File: src/rtl/mcg_pkg.sv
// mcg_pkg: shared types, constants and calendar helper functions for the
// month calendar grid unit. No dependencies.
package mcg_pkg;

  localparam int unsigned GridCells = 42;
  localparam logic [5:0]  LastCell  = 6'(GridCells - 1);

  // reciprocal constants for division by 12, 25 and 7
  localparam logic [9:0]  Div12Mul = 10'd683;
  localparam int unsigned Div12Sh  = 13;
  localparam logic [12:0] Div25Mul = 13'd5243;
  localparam int unsigned Div25Sh  = 17;
  localparam logic [15:0] Mod7Mul  = 16'd37450;
  localparam int unsigned Mod7Sh   = 18;

  typedef enum logic {
    OP_BUILD = 1'b0,
    OP_SHIFT = 1'b1
  } op_e;

  typedef struct packed {
    op_e               op;
    logic [13:0]       year;
    logic [7:0]        month;
    logic signed [7:0] delta;
    logic [4:0]        today;
  } req_t;

  typedef struct packed {
    logic [13:0] year;
    logic [3:0]  month;
    logic [4:0]  today;
  } nrm_t;

  typedef struct packed {
    logic [14:0] wd_sum;
    logic [4:0]  days;
    logic [4:0]  prev_days;
    logic [13:0] year;
    logic [3:0]  month;
    logic [4:0]  today;
  } cal_t;

  typedef struct packed {
    logic [2:0]  first_wd;
    logic [4:0]  days;
    logic [4:0]  prev_days;
    logic [13:0] year;
    logic [3:0]  month;
    logic [4:0]  today;
  } grid_t;

  // exact for t up to 525
  function automatic logic [5:0] div12(input logic [9:0] t);
    logic [19:0] p;
    p = 20'(t) * 20'(Div12Mul);
    return p[Div12Sh +: 6];
  endfunction

  // exact for x up to 16383
  function automatic logic [9:0] div25(input logic [13:0] x);
    logic [26:0] p;
    p = 27'(x) * 27'(Div25Mul);
    return p[Div25Sh +: 10];
  endfunction

  // exact for s up to about 30000
  function automatic logic [2:0] mod7(input logic [14:0] s);
    logic [30:0] p;
    logic [14:0] q;
    logic [14:0] r;
    p = 31'(s) * 31'(Mod7Mul);
    q = 15'(p[Mod7Sh +: 13]);
    r = s - q * 15'd7;
    return r[2:0];
  endfunction

  function automatic logic [4:0] month_len(input logic [3:0] m, input logic leap);
    logic [4:0] len;
    unique case (m) inside
      4'd2:                      len = leap ? 5'd29 : 5'd28;
      4'd4, 4'd6, 4'd9, 4'd11:   len = 5'd30;
      default:                   len = 5'd31;
    endcase
    return len;
  endfunction

  function automatic logic [2:0] month_offs(input logic [3:0] m);
    logic [2:0] offs;
    unique case (m)
      4'd1:    offs = 3'd0;
      4'd2:    offs = 3'd3;
      4'd3:    offs = 3'd2;
      4'd4:    offs = 3'd5;
      4'd5:    offs = 3'd0;
      4'd6:    offs = 3'd3;
      4'd7:    offs = 3'd5;
      4'd8:    offs = 3'd1;
      4'd9:    offs = 3'd4;
      4'd10:   offs = 3'd6;
      4'd11:   offs = 3'd2;
      4'd12:   offs = 3'd4;
      default: offs = 3'd0;
    endcase
    return offs;
  endfunction

endpackage

File: src/rtl/month_calendar_grid_unit.sv
// month_calendar_grid_unit: top level of the six-week month calendar grid.
// Path: input, normalization, calendar, grid and cell output registers in turn.
// Throughput: one cell per cycle at the result port while out_ready_i is high;
// up to four items are held in the pipeline while a grid is being sent.
// Reset: asynchronous, active low; all stages empty, no result valid.
// Depends on mcg_pkg, mcg_norm, mcg_cal and mcg_emit.
module month_calendar_grid_unit import mcg_pkg::*; (
  input  logic        clk_i,
  input  logic        rst_ni,
  input  logic        in_valid_i,
  output logic        in_ready_o,
  input  logic        opcode_i,
  input  logic [13:0] year_i,
  input  logic [7:0]  month_i,
  input  logic signed [7:0] delta_months_i,
  input  logic [4:0]  today_day_i,
  output logic        out_valid_o,
  input  logic        out_ready_i,
  output logic [5:0]  cell_index_o,
  output logic [4:0]  day_number_o,
  output logic        in_month_o,
  output logic        is_today_o,
  output logic [2:0]  start_wday_o,
  output logic [4:0]  num_days_o,
  output logic [13:0] shown_year_o,
  output logic [3:0]  shown_month_o,
  output logic        last_cell_o
);

  req_t req;
  nrm_t nrm;
  cal_t cal;
  logic nrm_valid;
  logic nrm_ready;
  logic cal_valid;
  logic cal_ready;

  always_comb begin
    req.op    = op_e'(opcode_i);
    req.year  = year_i;
    req.month = month_i;
    req.delta = delta_months_i;
    req.today = today_day_i;
  end

  mcg_norm u_norm (
    .clk_i       (clk_i),
    .rst_ni      (rst_ni),
    .in_valid_i  (in_valid_i),
    .in_ready_o  (in_ready_o),
    .req_i       (req),
    .out_valid_o (nrm_valid),
    .out_ready_i (nrm_ready),
    .nrm_o       (nrm)
  );

  mcg_cal u_cal (
    .clk_i       (clk_i),
    .rst_ni      (rst_ni),
    .in_valid_i  (nrm_valid),
    .in_ready_o  (nrm_ready),
    .nrm_i       (nrm),
    .out_valid_o (cal_valid),
    .out_ready_i (cal_ready),
    .cal_o       (cal)
  );

  mcg_emit u_emit (
    .clk_i         (clk_i),
    .rst_ni        (rst_ni),
    .in_valid_i    (cal_valid),
    .in_ready_o    (cal_ready),
    .cal_i         (cal),
    .out_valid_o   (out_valid_o),
    .out_ready_i   (out_ready_i),
    .cell_index_o  (cell_index_o),
    .day_number_o  (day_number_o),
    .in_month_o    (in_month_o),
    .is_today_o    (is_today_o),
    .start_wday_o  (start_wday_o),
    .num_days_o    (num_days_o),
    .shown_year_o  (shown_year_o),
    .shown_month_o (shown_month_o),
    .last_cell_o   (last_cell_o)
  );

endmodule

File: src/rtl/mcg_norm.sv
// mcg_norm: input register and month normalization stage (clamp or shift
// with year carry). Depends on mcg_pkg.
module mcg_norm import mcg_pkg::*; (
  input  logic clk_i,
  input  logic rst_ni,
  input  logic in_valid_i,
  output logic in_ready_o,
  input  req_t req_i,
  output logic out_valid_o,
  input  logic out_ready_i,
  output nrm_t nrm_o
);

  logic a_valid_q;
  req_t req_q;
  logic b_valid_q;
  nrm_t nrm_q;
  nrm_t nrm_d;
  logic b_ready;

  logic [9:0]  t;
  logic [5:0]  q;
  logic [9:0]  r;

  assign b_ready    = !b_valid_q || out_ready_i;
  assign in_ready_o = !a_valid_q || b_ready;

  always_comb begin
    t = 10'(req_q.month) + {{2{req_q.delta[7]}}, req_q.delta} + 10'd143;
    q = div12(t);
    r = t - 10'(q) * 10'd12;
    nrm_d = '0;
    if (req_q.op == OP_BUILD) begin
      nrm_d.year  = req_q.year;
      nrm_d.today = req_q.today;
      if (req_q.month == 8'd0) begin
        nrm_d.month = 4'd1;
      end else if (req_q.month > 8'd12) begin
        nrm_d.month = 4'd12;
      end else begin
        nrm_d.month = req_q.month[3:0];
      end
    end else begin
      nrm_d.year  = req_q.year + 14'(q) - 14'd12;
      nrm_d.month = r[3:0] + 4'd1;
      nrm_d.today = 5'd0;
    end
  end

  always_ff @(posedge clk_i or negedge rst_ni) begin
    if (!rst_ni) begin
      a_valid_q <= 1'b0;
    end else if (in_valid_i && in_ready_o) begin
      a_valid_q <= 1'b1;
    end else if (b_ready) begin
      a_valid_q <= 1'b0;
    end
  end

  always_ff @(posedge clk_i) begin
    if (in_valid_i && in_ready_o) begin
      req_q <= req_i;
    end
  end

  always_ff @(posedge clk_i or negedge rst_ni) begin
    if (!rst_ni) begin
      b_valid_q <= 1'b0;
    end else if (b_ready) begin
      b_valid_q <= a_valid_q;
    end
  end

  always_ff @(posedge clk_i) begin
    if (b_ready && a_valid_q) begin
      nrm_q <= nrm_d;
    end
  end

  assign out_valid_o = b_valid_q;
  assign nrm_o       = nrm_q;

endmodule

File: src/rtl/mcg_cal.sv
// mcg_cal: leap year, month lengths and weekday sum stage.
// Depends on mcg_pkg.
module mcg_cal import mcg_pkg::*; (
  input  logic clk_i,
  input  logic rst_ni,
  input  logic in_valid_i,
  output logic in_ready_o,
  input  nrm_t nrm_i,
  output logic out_valid_o,
  input  logic out_ready_i,
  output cal_t cal_o
);

  logic valid_q;
  cal_t cal_q;
  cal_t cal_d;

  logic [14:0] yy;
  logic [12:0] yq4;
  logic [9:0]  yq100;
  logic [9:0]  y_div25;
  logic [13:0] y_mod25;
  logic        leap;
  logic [3:0]  prev_m;

  assign in_ready_o = !valid_q || out_ready_i;

  always_comb begin
    yy      = 15'(nrm_i.year) + 15'd400 - ((nrm_i.month < 4'd3) ? 15'd1 : 15'd0);
    yq4     = yy[14:2];
    yq100   = div25(14'(yq4));
    y_div25 = div25(nrm_i.year);
    y_mod25 = nrm_i.year - 14'(y_div25) * 14'd25;
    leap    = (nrm_i.year[1:0] == 2'd0) &&
              ((y_mod25 != 14'd0) || (nrm_i.year[3:0] == 4'd0));
    prev_m  = (nrm_i.month == 4'd1) ? 4'd12 : nrm_i.month - 4'd1;

    cal_d.wd_sum    = yy + 15'(yq4) - 15'(yq100) + 15'(yq100[9:2])
                      + 15'(month_offs(nrm_i.month)) + 15'd1;
    cal_d.days      = month_len(nrm_i.month, leap);
    cal_d.prev_days = month_len(prev_m, leap);
    cal_d.year      = nrm_i.year;
    cal_d.month     = nrm_i.month;
    cal_d.today     = nrm_i.today;
  end

  always_ff @(posedge clk_i or negedge rst_ni) begin
    if (!rst_ni) begin
      valid_q <= 1'b0;
    end else if (in_ready_o) begin
      valid_q <= in_valid_i;
    end
  end

  always_ff @(posedge clk_i) begin
    if (in_ready_o && in_valid_i) begin
      cal_q <= cal_d;
    end
  end

  assign out_valid_o = valid_q;
  assign cal_o       = cal_q;

endmodule

File: src/rtl/mcg_emit.sv
// mcg_emit: grid descriptor register, cell counter and output register that
// sends the 42 cells of one grid. Depends on mcg_pkg.
module mcg_emit import mcg_pkg::*; (
  input  logic        clk_i,
  input  logic        rst_ni,
  input  logic        in_valid_i,
  output logic        in_ready_o,
  input  cal_t        cal_i,
  output logic        out_valid_o,
  input  logic        out_ready_i,
  output logic [5:0]  cell_index_o,
  output logic [4:0]  day_number_o,
  output logic        in_month_o,
  output logic        is_today_o,
  output logic [2:0]  start_wday_o,
  output logic [4:0]  num_days_o,
  output logic [13:0] shown_year_o,
  output logic [3:0]  shown_month_o,
  output logic        last_cell_o
);

  logic       grid_valid_q;
  grid_t      grid_q;
  grid_t      grid_d;
  logic [5:0] cnt_q;
  logic       issue;
  logic       last_issue;

  logic       out_valid_q;
  logic [5:0] cell_index_q;
  logic [4:0] day_q;
  logic       inm_q;
  logic       tod_q;
  logic [2:0] fw_q;
  logic [4:0] days_q;
  logic [13:0] year_q;
  logic [3:0] month_q;
  logic       last_q;

  logic [5:0] fw6;
  logic [5:0] cur;
  logic [5:0] day6;
  logic       inm;
  logic       tod;

  assign issue      = grid_valid_q && (!out_valid_q || out_ready_i);
  assign last_issue = issue && (cnt_q == LastCell);
  assign in_ready_o = !grid_valid_q || last_issue;

  always_comb begin
    grid_d.first_wd  = mod7(cal_i.wd_sum);
    grid_d.days      = cal_i.days;
    grid_d.prev_days = cal_i.prev_days;
    grid_d.year      = cal_i.year;
    grid_d.month     = cal_i.month;
    grid_d.today     = cal_i.today;
  end

  // cell contents for the current counter value
  always_comb begin
    fw6  = 6'(grid_q.first_wd);
    cur  = cnt_q - fw6 + 6'd1;
    inm  = 1'b0;
    tod  = 1'b0;
    if (cnt_q < fw6) begin
      day6 = 6'(grid_q.prev_days) + cnt_q + 6'd1 - fw6;
    end else if (cur <= 6'(grid_q.days)) begin
      day6 = cur;
      inm  = 1'b1;
      tod  = (grid_q.today != 5'd0) && (cur == 6'(grid_q.today));
    end else begin
      day6 = cur - 6'(grid_q.days);
    end
  end

  always_ff @(posedge clk_i or negedge rst_ni) begin
    if (!rst_ni) begin
      grid_valid_q <= 1'b0;
      cnt_q        <= '0;
      out_valid_q  <= 1'b0;
    end else begin
      if (in_valid_i && in_ready_o) begin
        grid_valid_q <= 1'b1;
      end else if (last_issue) begin
        grid_valid_q <= 1'b0;
      end
      if (issue) begin
        cnt_q       <= last_issue ? 6'd0 : cnt_q + 6'd1;
        out_valid_q <= 1'b1;
      end else if (out_ready_i) begin
        out_valid_q <= 1'b0;
      end
    end
  end

  always_ff @(posedge clk_i) begin
    if (in_valid_i && in_ready_o) begin
      grid_q <= grid_d;
    end
    if (issue) begin
      cell_index_q <= cnt_q;
      day_q        <= day6[4:0];
      inm_q        <= inm;
      tod_q        <= tod;
      fw_q         <= grid_q.first_wd;
      days_q       <= grid_q.days;
      year_q       <= grid_q.year;
      month_q      <= grid_q.month;
      last_q       <= (cnt_q == LastCell);
    end
  end

  assign out_valid_o   = out_valid_q;
  assign cell_index_o  = cell_index_q;
  assign day_number_o  = day_q;
  assign in_month_o    = inm_q;
  assign is_today_o    = tod_q;
  assign start_wday_o  = fw_q;
  assign num_days_o    = days_q;
  assign shown_year_o  = year_q;
  assign shown_month_o = month_q;
  assign last_cell_o   = last_q;

`ifndef ASSERT_OFF
  a_last_flag: assert property (@(posedge clk_i) disable iff (!rst_ni)
    out_valid_o |-> (last_cell_o == (cell_index_o == LastCell)))
    else $error("last cell flag does not match cell index");

  a_cell_order: assert property (@(posedge clk_i) disable iff (!rst_ni)
    (out_valid_o && out_ready_i && !last_cell_o) |=>
      (out_valid_o && (cell_index_o == $past(cell_index_o) + 6'd1)))
    else $error("grid cells not sent in consecutive order");

  a_grid_stable: assert property (@(posedge clk_i) disable iff (!rst_ni)
    (out_valid_o && out_ready_i && !last_cell_o) |=>
      ($stable(shown_year_o) && $stable(shown_month_o) && $stable(start_wday_o)))
    else $error("grid description changed within one grid");

  a_today_in_month: assert property (@(posedge clk_i) disable iff (!rst_ni)
    (out_valid_o && is_today_o) |-> in_month_o)
    else $error("today mark outside the displayed month");
`endif

endmodule

File: config.mk
export PLATFORM = sky130hd
export DESIGN_NAME = month_calendar_grid_unit
export DESIGN_NICKNAME = d
export VERILOG_FILES = /design/src/rtl/mcg_pkg.sv /design/src/rtl/month_calendar_grid_unit.sv /design/src/rtl/mcg_norm.sv /design/src/rtl/mcg_cal.sv /design/src/rtl/mcg_emit.sv
export SDC_FILE = /design/constraint.sdc
export NUM_CORES = 1
export LEC_CHECK = 0
export BUFFER_PORTS_ARGS = -buffer_cell sky130_fd_sc_hd__buf_2
export CAP_MARGIN = 20
export CORE_AREA = 2 2 203 205
export CTS_CLUSTER_SIZE = 10
export DETAILED_ROUTE_END_ITERATION = 6
export DIE_AREA = 0 0 205 207
export PLACE_DENSITY = 0.71
export SLEW_MARGIN = 20
export SYNTH_ARGS = -nofsm -noshare
export SYNTH_HDL_FRONTEND = slang
export SYNTH_HIERARCHICAL = 1
export SYNTH_SLANG_ARGS = --single-unit
File: constraint.sdc
create_clock -name clk_i -period 13 [get_ports clk_i]
set_input_delay 0.65 -clock clk_i [delete_from_list [all_inputs] [get_ports clk_i]]
set_output_delay 0.65 -clock clk_i [all_outputs]
set_load 0.05 [all_outputs]
==> results.py, run 1 <==
metrics = {
    "setup_path": {
        "slowest_delay_ps": 580,
        "startpoint_type": "register",
        "critPathMaxFanout": 7,
        "crit_type": "reg -> reg",
        "required_ps": 13200,
        "critical_path.slowest_cell": "xnor2_1",
        "reg2reg_slack_ps": 970,
        "cpMostUsedCell": "inv_1",
        "setup.worst_path.end_class": "register",
        "cp.arrival_ps": 12230,
    },
    "clock_network": {
        "post_cts_resized": 0,
        "clock_latency_ps": 450,
        "post_cts_buffers": 0,
        "holdBufCountCts": 0,
        "clkSinkCount": 188,
        "htree_levels": 4,
        "clk_path_buf_depth": 2,
        "cts_inserted_buffers": 17,
        "clockRootBuffer": "clkbuf_16",
        "cts_tree": "yes",
        "cts.clk_slew.worst_paths_ps": 80,
    },
    "timing": {
        "fin_crit_sh_pct": 92.6,
        "fmax_mhz": 83.1,
        "slew_violations": 0,
        "timing.slew.headroom_pct": 27.8,
        "final-setup-viol-count": 0,
        "worst_pin_slew_ps": 1080,
        "finalHoldViolations": 0,
        "tns_ps": 0,
        "skew_ps": 13.8,
        "fin_crit_ps": 12030,
        "rsz0062_at_grt": "false",
        "hold-worst-slack_ps": 73.4,
    },
    "synth": {
        "synth_compound_area_share_pct": 8.51,
        "ys_dominant_reg_cell": "edfxtp_1",
        "muxShareOfSynthArea_pct": 0.774,
        "synth_cell_types": 87,
        "synth_async_sr_flop_share_pct": 5.85,
        "ys_seq_area_share_pct": 25.1,
        "synth_edf_count": 177,
        "syn-cell-area_um2": 22300,
        "synthXorXnorAreaFrac_pct": 5.12,
        "synth_seq_cells": 188,
        "synthSimpleGateAreaFrac_pct": 5.70,
        "ys_warn_count": 6,
        "synthAdderAreaFrac_pct": 45.6,
        "synth_area_per_cell_um2": 10.8,
        "synth_top_family_by_area": "adder cells",
        "synthCells": 2065,
    },
    "run_status": {
        "status": "finished clean",
    },
    "grt": {
        "grt_pass1_wl_um": 75400,
        "antenna_found_initial": 1,
        "grt_pass1_vias": 15400,
        "grt_max_degree": 48,
        "grt_overflow": 0,
        "grt_usage_pct": 22.3,
    },
    "detailed_routing": {
        "via_per_inst": 5.31,
        "dr.first_iter.drc_count": 710,
        "wirelength_um": 44500,
        "firstDrtPassIters": 5,
        "ant_nets": 0,
        "route.detailed.drc": 0,
        "wl_per_cell_um": 16.5,
        "vias": 14400,
    },
    "layout": {
        "final_cell_mix": "inv_1 (520), ha_1 (484), fa_1 (206)",
        "layout-drive-gt1-share_pct": 7.88,
        "areaGrowthSynthToFinish_pct": 7.57,
        "nets": 2888,
        "antennaDiodeCount": 0,
        "final_common_cell": "inv_1",
    },
    "pwr": {
        "power.density_nw_per_um2": 122,
        "p_leak_nw": 12.0,
        "peakVddDrop_v": 0.000128,
    },
    "floorplan": {
        "core.rowCount": 74,
        "die_x_um": 205,
        "fp.dieH_um": 207,
        "die_area_um2": 42400,
        "io-pin-count": 82,
        "core_area_um2": 40400,
        "start_util_pct": 55.2,
    },
    "placement": {
        "dp_hpwl_um": 37400,
        "gp_congestion": 0.886,
        "io_buffers": 81,
    },
    "min_path": {
        "hold_path.class": "in -> async",
    },
    "job": {
        "drv_cap": 0,
    },
}
==> area by class of cell <==
| type | count | area, um2 |
|---|---|---|
| timing repair buffer | 85 | 435 |
| tap | 532 | 666 |
| clock inverter | 15 | 214 |
| sequential | 188 | 5590 |
| multi-input combinational | 1343 | 14700 |
| fill | 3339 | 16400 |
| clock buffer | 17 | 425 |
| inverter | 523 | 1960 |
==> critical path, delay by kind of cell, from the launching register on <==
family / cells / cell delay [ps]
DFF: 1 / 490
buffers and inverters: 9 / 750
xor gates and xnor gates: 3 / 980
and+or+nand+nor: 2 / 370
adders and majority gates: 14 / 5170
AOI/OAI and AO/OA: 19 / 4020
==> synthesized netlist by cell type (6+ instances only) <==
master	n	share of area [%]
edfxtp_1	177	24
nor3_1	24	0.54
and3_1	7	0.20
and2_1	7	0.20
nor2b_1	18	0.50
o21ai_0	47	1.1
o21a_1	9	0.30
xnor2_1	88	3.5
xor2_1	36	1.4
clkbuf_1	9	0.15
nand3_1	20	0.45
nand2b_1	21	0.59
o21ai_1	8	0.18
buf_4	6	0.20
a31oi_1	13	0.36
o21bai_1	17	0.57
nand3b_1	6	0.20
nor2_1	49	0.82
mux2i_1	9	0.40
a21oi_1	61	1.4
a211oi_1	9	0.30
a21o_1	24	0.81
nand4_1	9	0.25
fa_1	206	18
inv_1	520	8.8
o211ai_1	6	0.20
ha_1	484	27
nand2_1	55	0.93
dfrtp_1	11	1.2
==> metal layers <==
layer	vias up	wire, um	global-route usage, %
met5	-	8	0
met4	2	940	5.66
met3	68	1200	2.52
met2	236	21800	37.9
met1	7037	20600	30.4
li1	7018	-	-
==> report_power, final <==
group / internal, mW / switching, mW / leakage, nW
Sequential: 0.740 / 0.0181 / 1.74
Clock: 0.283 / 0.265 / 0.306
Combinational: 0.685 / 0.929 / 9.93
Total: 1.71 / 1.21 / 12.0
==> flip-flops by register name, indices dropped and copies added (netlist names), 3 cells and up <==
| register | count |
|---|---|
| u_cal/cal_o | 42 |
| u_norm/req_q | 36 |
| u_emit/grid_q | 33 |
| u_norm/nrm_o | 23 |
| u_emit/shown_year_o | 14 |
| u_emit/cell_index_o | 6 |
| u_emit/cnt_q | 6 |
| u_emit/day_number_o | 5 |
| u_emit/num_days_o | 5 |
| u_emit/shown_month_o | 4 |
| u_emit/fw6 | 3 |
| u_emit/start_wday_o | 3 |
==> kinds of logic (layout without fill, tap and decap cells) <==
group,count (synthesis),count (layout)
DFF,188,188
other,1,6
and+or+nand+nor,245,245
AOI/OAI and AO/OA,259,259
xor gates and xnor gates,127,127
muxes,16,16
adders and majority gates,690,690
buffers and inverters,539,640
==> per-stage QoR <==
stage / cells / utilization, % / cell area [um2] / worst slack [ps] / power (mW)
final: 2703 / 59.4 / 24000 / 966 / 2.92
after CTS: 2703 / 59.4 / 24000 / 975 / 2.94
after detailed placement: 2671 / 57.8 / 23300 / 1000 / 2.38
after floorplan: 2070 / - / 22300 / 2170 / 2.05
after global placement: 2671 / 57.8 / 23300 / 1300 / 2.33
after global routing: 2703 / 59.4 / 24000 / 200 / 3.19
==> final timing paths <==
| check | from | endpoint | cells past startpoint |
|---|---|---|---|
| worst max-delay path | u_norm/nrm_o[5] | u_cal/cal_o[46] | 47 |
| worst min-delay path | rst_ni | u_emit/cnt_q[4] | 1 |
| worst max register to register | u_norm/nrm_o[5] | u_cal/cal_o[46] | 47 |
| worst min register to register | u_cal/cal_o[23] | u_emit/grid_q[23] | 0 |
| max in group asynchronous | rst_ni | u_cal/out_valid_o | 1 |
| min in group clk_i | month_i[5] | u_norm/req_q[18] | 1 |
Power figures use the tool's default switching activity.
==> run 2: changes to the inputs <==
- CORE_AREA: 2 2 203 205 -> 2 2 276 278
- DIE_AREA: 0 0 205 207 -> 0 0 278 280
- PLACE_DENSITY: 0.71 -> 0.42
- SETUP_SLACK_MARGIN: unset -> 0.1
==> run 2 against run 1 <==
Cell area increased by 2.3%. Critical endpoint unchanged. Clock power decreased by 6.6%. Critical path type unchanged. Routed wire length increased by 10%. Power down 1.5%. Core utilization shrank 27 points. Largest power group unchanged. First-iteration DRC count is 32% lower. Register-to-register slack improved by 140 ps. Critical path depth increased by 2. Worst setup slack better by 140 ps. Fmax up 1.2%. Sequential share of layout area down 0.52 points.
==> results.py, run 2 (synthesized netlist as in run 1, its figures left out) <==
metrics = {
    "detailed_routing": {
        "wl_per_cell_um": 15.5,
        "dr_wl_met2_um": 23700,
        "vias": 14000,
        "wirelength_um": 49100,
        "dr.first_iter.drc_count": 483,
        "firstDrtPassIters": 4,
        "dr.max_layer_used": "met5",
        "wl_met1_um": 23700,
        "route.detailed.drc": 0,
        "wl_met3_um": 1240,
        "ant_nets": 0,
        "via_per_inst": 4.43,
    },
    "floorplan": {
        "start_util_pct": 29.7,
        "core.rowCount": 101,
        "die_area_um2": 77800,
        "core_area_um2": 75200,
        "fp.dieH_um": 280,
        "io-pin-count": 82,
        "die_x_um": 278,
    },
    "layout": {
        "design_area_um2": 24500,
        "fillers": 7647,
        "final_common_cell": "inv_1",
        "multiInputGateArea_um2": 14700,
        "layout-drive-gt1-share_pct": 8.03,
        "areaGrowthSynthToFinish_pct": 10.0,
        "antennaDiodeCount": 0,
        "nets": 2896,
        "final_cell_mix": "inv_1 (520), ha_1 (484), fa_1 (206)",
        "largest_reg_flops": 42,
        "finish.utilization_pct": 32.6,
        "regArea_um2": 5590,
    },
    "timing": {
        "fmax_mhz": 84.1,
        "fin_crit_ps": 11890,
        "tns_ps": 0,
        "slew_violations": 0,
        "hold-worst-slack_ps": 59.2,
        "final-setup-viol-count": 0,
        "finalHoldViolations": 0,
        "timing.slew.headroom_pct": 31.3,
        "fin_crit_sh_pct": 91.5,
        "skew_ps": 19.1,
        "rsz0062_at_grt": "false",
        "worst_pin_slew_ps": 1030,
    },
    "setup_path": {
        "reg2reg_slack_ps": 1110,
        "reg2reg_depth": 49,
        "required_ps": 13200,
        "cp.arrival_ps": 12090,
        "r2r-end": "u_cal/cal_o[46]",
        "r2r-start": "u_norm/nrm_o[6]",
        "setup.worst_path.end_class": "register",
        "cpMostUsedCell": "inv_1",
        "crit_type": "reg -> reg",
        "critPathMaxFanout": 8,
        "slowest_delay_ps": 570,
        "critical_path.slowest_cell": "xnor2_1",
        "startpoint_type": "register",
    },
    "clock_network": {
        "cts_inserted_buffers": 17,
        "cts.clk_slew.worst_paths_ps": 80,
        "holdBufCountCts": 0,
        "post_cts_resized": 0,
        "clk_path_buf_depth": 2,
        "post_cts_buffers": 0,
        "clkSinkCount": 188,
        "clockRootBuffer": "clkbuf_16",
        "htree_levels": 4,
        "clock_latency_ps": 460,
        "cts_tree": "yes",
    },
    "placement": {
        "dp_hpwl_um": 41700,
        "place_area_um2": 24000,
        "gp_congestion": 0.845,
        "io_buffers": 81,
    },
    "job": {
        "drv_cap": 0,
    },
    "min_path": {
        "hold_path.class": "in -> async",
    },
    "grt": {
        "grt_pass1_wl_um": 81300,
        "grt_overflow": 0,
        "antenna_found_initial": 2,
        "grt_pass1_vias": 15300,
        "grt_max_degree": 43,
        "grt_usage_pct": 13.3,
    },
    "pwr": {
        "power.density_nw_per_um2": 117,
        "p_leak_nw": 12.0,
        "total_power_mw": 2.88,
        "peakVddDrop_v": 0.0000835,
    },
    "run_status": {
        "status": "finished clean",
    },
}
## run 2: worst max-delay path by stage
| stage | start | cells after the start | slack (ps) | to |
|---|---|---|---|---|
| after global routing | u_norm/nrm_o[6] | 47 | 250 | u_cal/cal_o[46] |
| after CTS | u_norm/nrm_o[6] | 49 | 1000 | u_cal/cal_o[46] |
| after global placement | u_norm/nrm_o[5] | 49 | 1000 | u_cal/cal_o[46] |
| final | u_norm/nrm_o[6] | 49 | 1110 | u_cal/cal_o[46] |
| after floorplan | u_norm/nrm_o[5] | 49 | 2170 | u_cal/cal_o[46] |
| after detailed placement | u_norm/nrm_o[6] | 49 | 1050 | u_cal/cal_o[46] |
## run 2: per-layer routing
| layer | global-route usage, % | vias up |
|---|---|---|
| met5 | 0 | - |
| met4 | 2.40 | 2 |
| met3 | 1.93 | 21 |
| met2 | 23.1 | 119 |
| met1 | 17.7 | 6809 |
| li1 | - | 7031 |
## run 2: worst max-delay path: cells and delay by family, from the launching register on
kind                     cells  cell delay (ps)
AND/OR/NAND/NOR              3              410
AO/OA/AOI/OAI               19             3640
flip-flops                   1              520
buffers and inverters        9              780
adder cells (fa/ha/maj)     14             5220
XOR/XNOR                     4             1090
## run 2: area by class of cell
class,count,share of cell area (%)
Timing Repair Buffer,93,2.02
Multi-Input combinational cell,1343,59.8
Clock inverter,13,0.607
Clock buffer,19,1.76
Sequential cell,188,22.8
Inverter,523,8.00
Tap cell,978,4.99
## run 2: stage by stage
stage                     setup WS (ps)  instances
after floorplan                    2170       2070
after global placement             1000       3125
after detailed placement           1050       3125
after CTS                           997       3157
after global routing                253       3157
final                              1110       3157
## run 2: where the power goes
| part | switching [mW] | internal [mW] | total, mW | leakage (nW) |
|---|---|---|---|---|
| sequential | 0.0209 | 0.740 | 0.761 | 1.74 |
| combinational | 0.921 | 0.682 | 1.60 | 9.97 |
| clock | 0.255 | 0.257 | 0.512 | 0.284 |
| total | 1.20 | 1.68 | 2.88 | 12.0 |
==> run 3: changes to the inputs <==
- SLEW_MARGIN: 20 -> unset
- clock period: 13 -> 13.85 ns (I/O delays scaled with it)
==> run 3 against run 2 <==
Fmax down 0.19%. Largest cell class unchanged. Highest routed layer unchanged. Die area is the same. Global-route usage barely moved. Core utilization up 0.063 points. Routed wire length decreased by 0.11%. Register-to-register slack improved by 830 ps. Clock power rose by 3%. Hold slack better by 33 ps.
==> results.py, run 3 (synthesized netlist as in run 1, its figures left out) <==
metrics = {
    "detailed_routing": {
        "vias": 14000,
        "dr.first_iter.drc_count": 505,
        "wl_per_cell_um": 15.5,
        "route.detailed.drc": 0,
        "firstDrtPassIters": 5,
        "via_per_inst": 4.45,
        "ant_nets": 0,
        "wirelength_um": 49000,
    },
    "setup_path": {
        "slowest_delay_ps": 570,
        "cp.arrival_ps": 12120,
        "cpMostUsedCell": "inv_1",
        "startpoint_type": "register",
        "crit_type": "reg -> reg",
        "required_ps": 14060,
        "cp_top_family": "adder cells",
        "critical_path.slowest_cell": "xnor2_1",
        "setup.worst_path.end_class": "register",
        "critPathMaxFanout": 7,
        "cp_num_buf_inv": 9,
    },
    "clock_network": {
        "post_cts_buffers": 0,
        "cts.clk_slew.worst_paths_ps": 80,
        "post_cts_resized": 0,
        "clk_path_buf_depth": 2,
        "cts_tree": "yes",
        "clkSinkCount": 188,
        "holdBufCountCts": 0,
        "htree_levels": 4,
        "cts_inserted_buffers": 17,
        "clockRootBuffer": "clkbuf_16",
        "clock_latency_ps": 470,
    },
    "floorplan": {
        "core_area_um2": 75200,
        "die_x_um": 278,
        "start_util_pct": 29.7,
        "io-pin-count": 82,
        "die_area_um2": 77800,
        "fp.dieH_um": 280,
        "core.rowCount": 101,
    },
    "timing": {
        "timing.slew.headroom_pct": 31.5,
        "worst_pin_slew_ps": 1030,
        "fmax_mhz": 83.9,
        "rsz0062_at_grt": "false",
        "final-setup-viol-count": 0,
        "fin_crit_ps": 11910,
        "skew_ps": 17.1,
        "finalHoldViolations": 0,
        "tns_ps": 0,
        "hold-worst-slack_ps": 91.8,
        "slew_violations": 0,
        "fin_ws_ps": 1940,
        "fin_crit_sh_pct": 86.0,
    },
    "pwr": {
        "p_leak_nw": 12.0,
        "peakVddDrop_v": 0.0000911,
        "internal_power_mw": 1.60,
        "power.density_nw_per_um2": 112,
        "swShare_pct": 41.9,
        "p_seq_share_pct": 25.9,
        "p_clk_share_pct": 19.2,
        "switchingPower_mw": 1.15,
        "power.share.combinational_pct": 54.9,
    },
    "grt": {
        "grt_pass1_wl_um": 81400,
        "grt_overflow": 0,
        "grt_pass1_vias": 15500,
        "grt_usage_pct": 13.3,
        "antenna_found_initial": 1,
        "grt_max_degree": 43,
    },
    "layout": {
        "final_common_cell": "inv_1",
        "finish.utilization_pct": 32.7,
        "nets": 2895,
        "final_cell_mix": "inv_1 (520), ha_1 (484), fa_1 (206)",
        "antennaDiodeCount": 0,
        "areaGrowthSynthToFinish_pct": 10.3,
        "layout-drive-gt1-share_pct": 8.03,
        "largest_reg_flops": 42,
    },
    "run_status": {
        "status": "finished clean",
    },
    "placement": {
        "io_buffers": 81,
        "dp_hpwl_um": 41800,
        "gp_congestion": 0.840,
        "dp_slack_ps": 1850,
    },
    "job": {
        "drv_cap": 0,
    },
    "min_path": {
        "hold_path.class": "in -> async",
    },
}
run 3: changes by cell type in the layout (fill, tap and decap cells not counted):
| cell | previous run | this run |
|---|---|---|
| clkbuf_1 | 2 | 0 |
| bufinv_16 | 0 | 1 |
| clkinv_1 | 0 | 1 |
| buf_4 | 12 | 11 |
| inv_12 | 0 | 3 |
| clkinvlp_4 | 0 | 1 |
| clkinv_2 | 2 | 0 |
| inv_6 | 4 | 2 |
run 3: worst register-to-register path: cells and delay by family (launching register included):
family	cells	cell delay, ps
fa+ha+maj	14	5160
compound gates	19	3910
xor+xnor	3	970
buf+inv	9	790
flops	1	510
simple gates	2	290
run 3: layer usage:
metal | up-vias | wire (um) | part of all wire (%) | track usage, %
met5 | - | 16 | 0.033 | 0
met4 | 2 | 699 | 1.4 | 2.88
met3 | 35 | 1110 | 2.3 | 1.67
met2 | 133 | 23500 | 48 | 23.1
met1 | 6839 | 23700 | 48 | 17.6
li1 | 7034 | - | - | -
run 3: area by class of cell:
type	count	area, um2
Sequential cell	188	5590
Fill cell	7626	50600
Tap cell	978	1220
Multi-Input combinational cell	1343	14700
Clock inverter	15	211
Timing Repair Buffer	92	488
Inverter	523	1960
Clock buffer	17	425
run 3: final timing paths:
kind	from	cells past startpoint	slack (ps)	to
max in group asynchronous	rst_ni	1	13550	u_emit/out_valid_o
setup reg to reg	u_norm/nrm_o[5]	47	1940	u_cal/cal_o[46]
setup / recovery	u_norm/nrm_o[5]	47	1940	u_cal/cal_o[46]
hold / removal	rst_ni	1	90	u_emit/cnt_q[0]
min in group clk_i	year_i[4]	1	400	u_norm/req_q[25]
hold reg to reg	u_cal/cal_o[15]	0	420	u_emit/grid_q[15]
run 3: stage by stage:
| stage | instance area [um2] | power (mW) | cells |
|---|---|---|---|
| after floorplan | 22300 | 1.92 | 2070 |
| after global placement | 24000 | 2.25 | 3124 |
| after detailed placement | 24000 | 2.25 | 3124 |
| after CTS | 24600 | 2.81 | 3156 |
| after global routing | 24600 | 3.04 | 3156 |
| final | 24600 | 2.75 | 3156 |
run 3: power by group through the flow:
stage / registers [mW] / logic, mW / clock network, mW
final: 0.713 / 1.51 / 0.529
after floorplan: 0.777 / 1.15 / 0
after CTS: 0.715 / 1.54 / 0.551
after global routing: 0.718 / 1.75 / 0.569
after global placement: 0.728 / 1.52 / 0
after detailed placement: 0.728 / 1.53 / 0
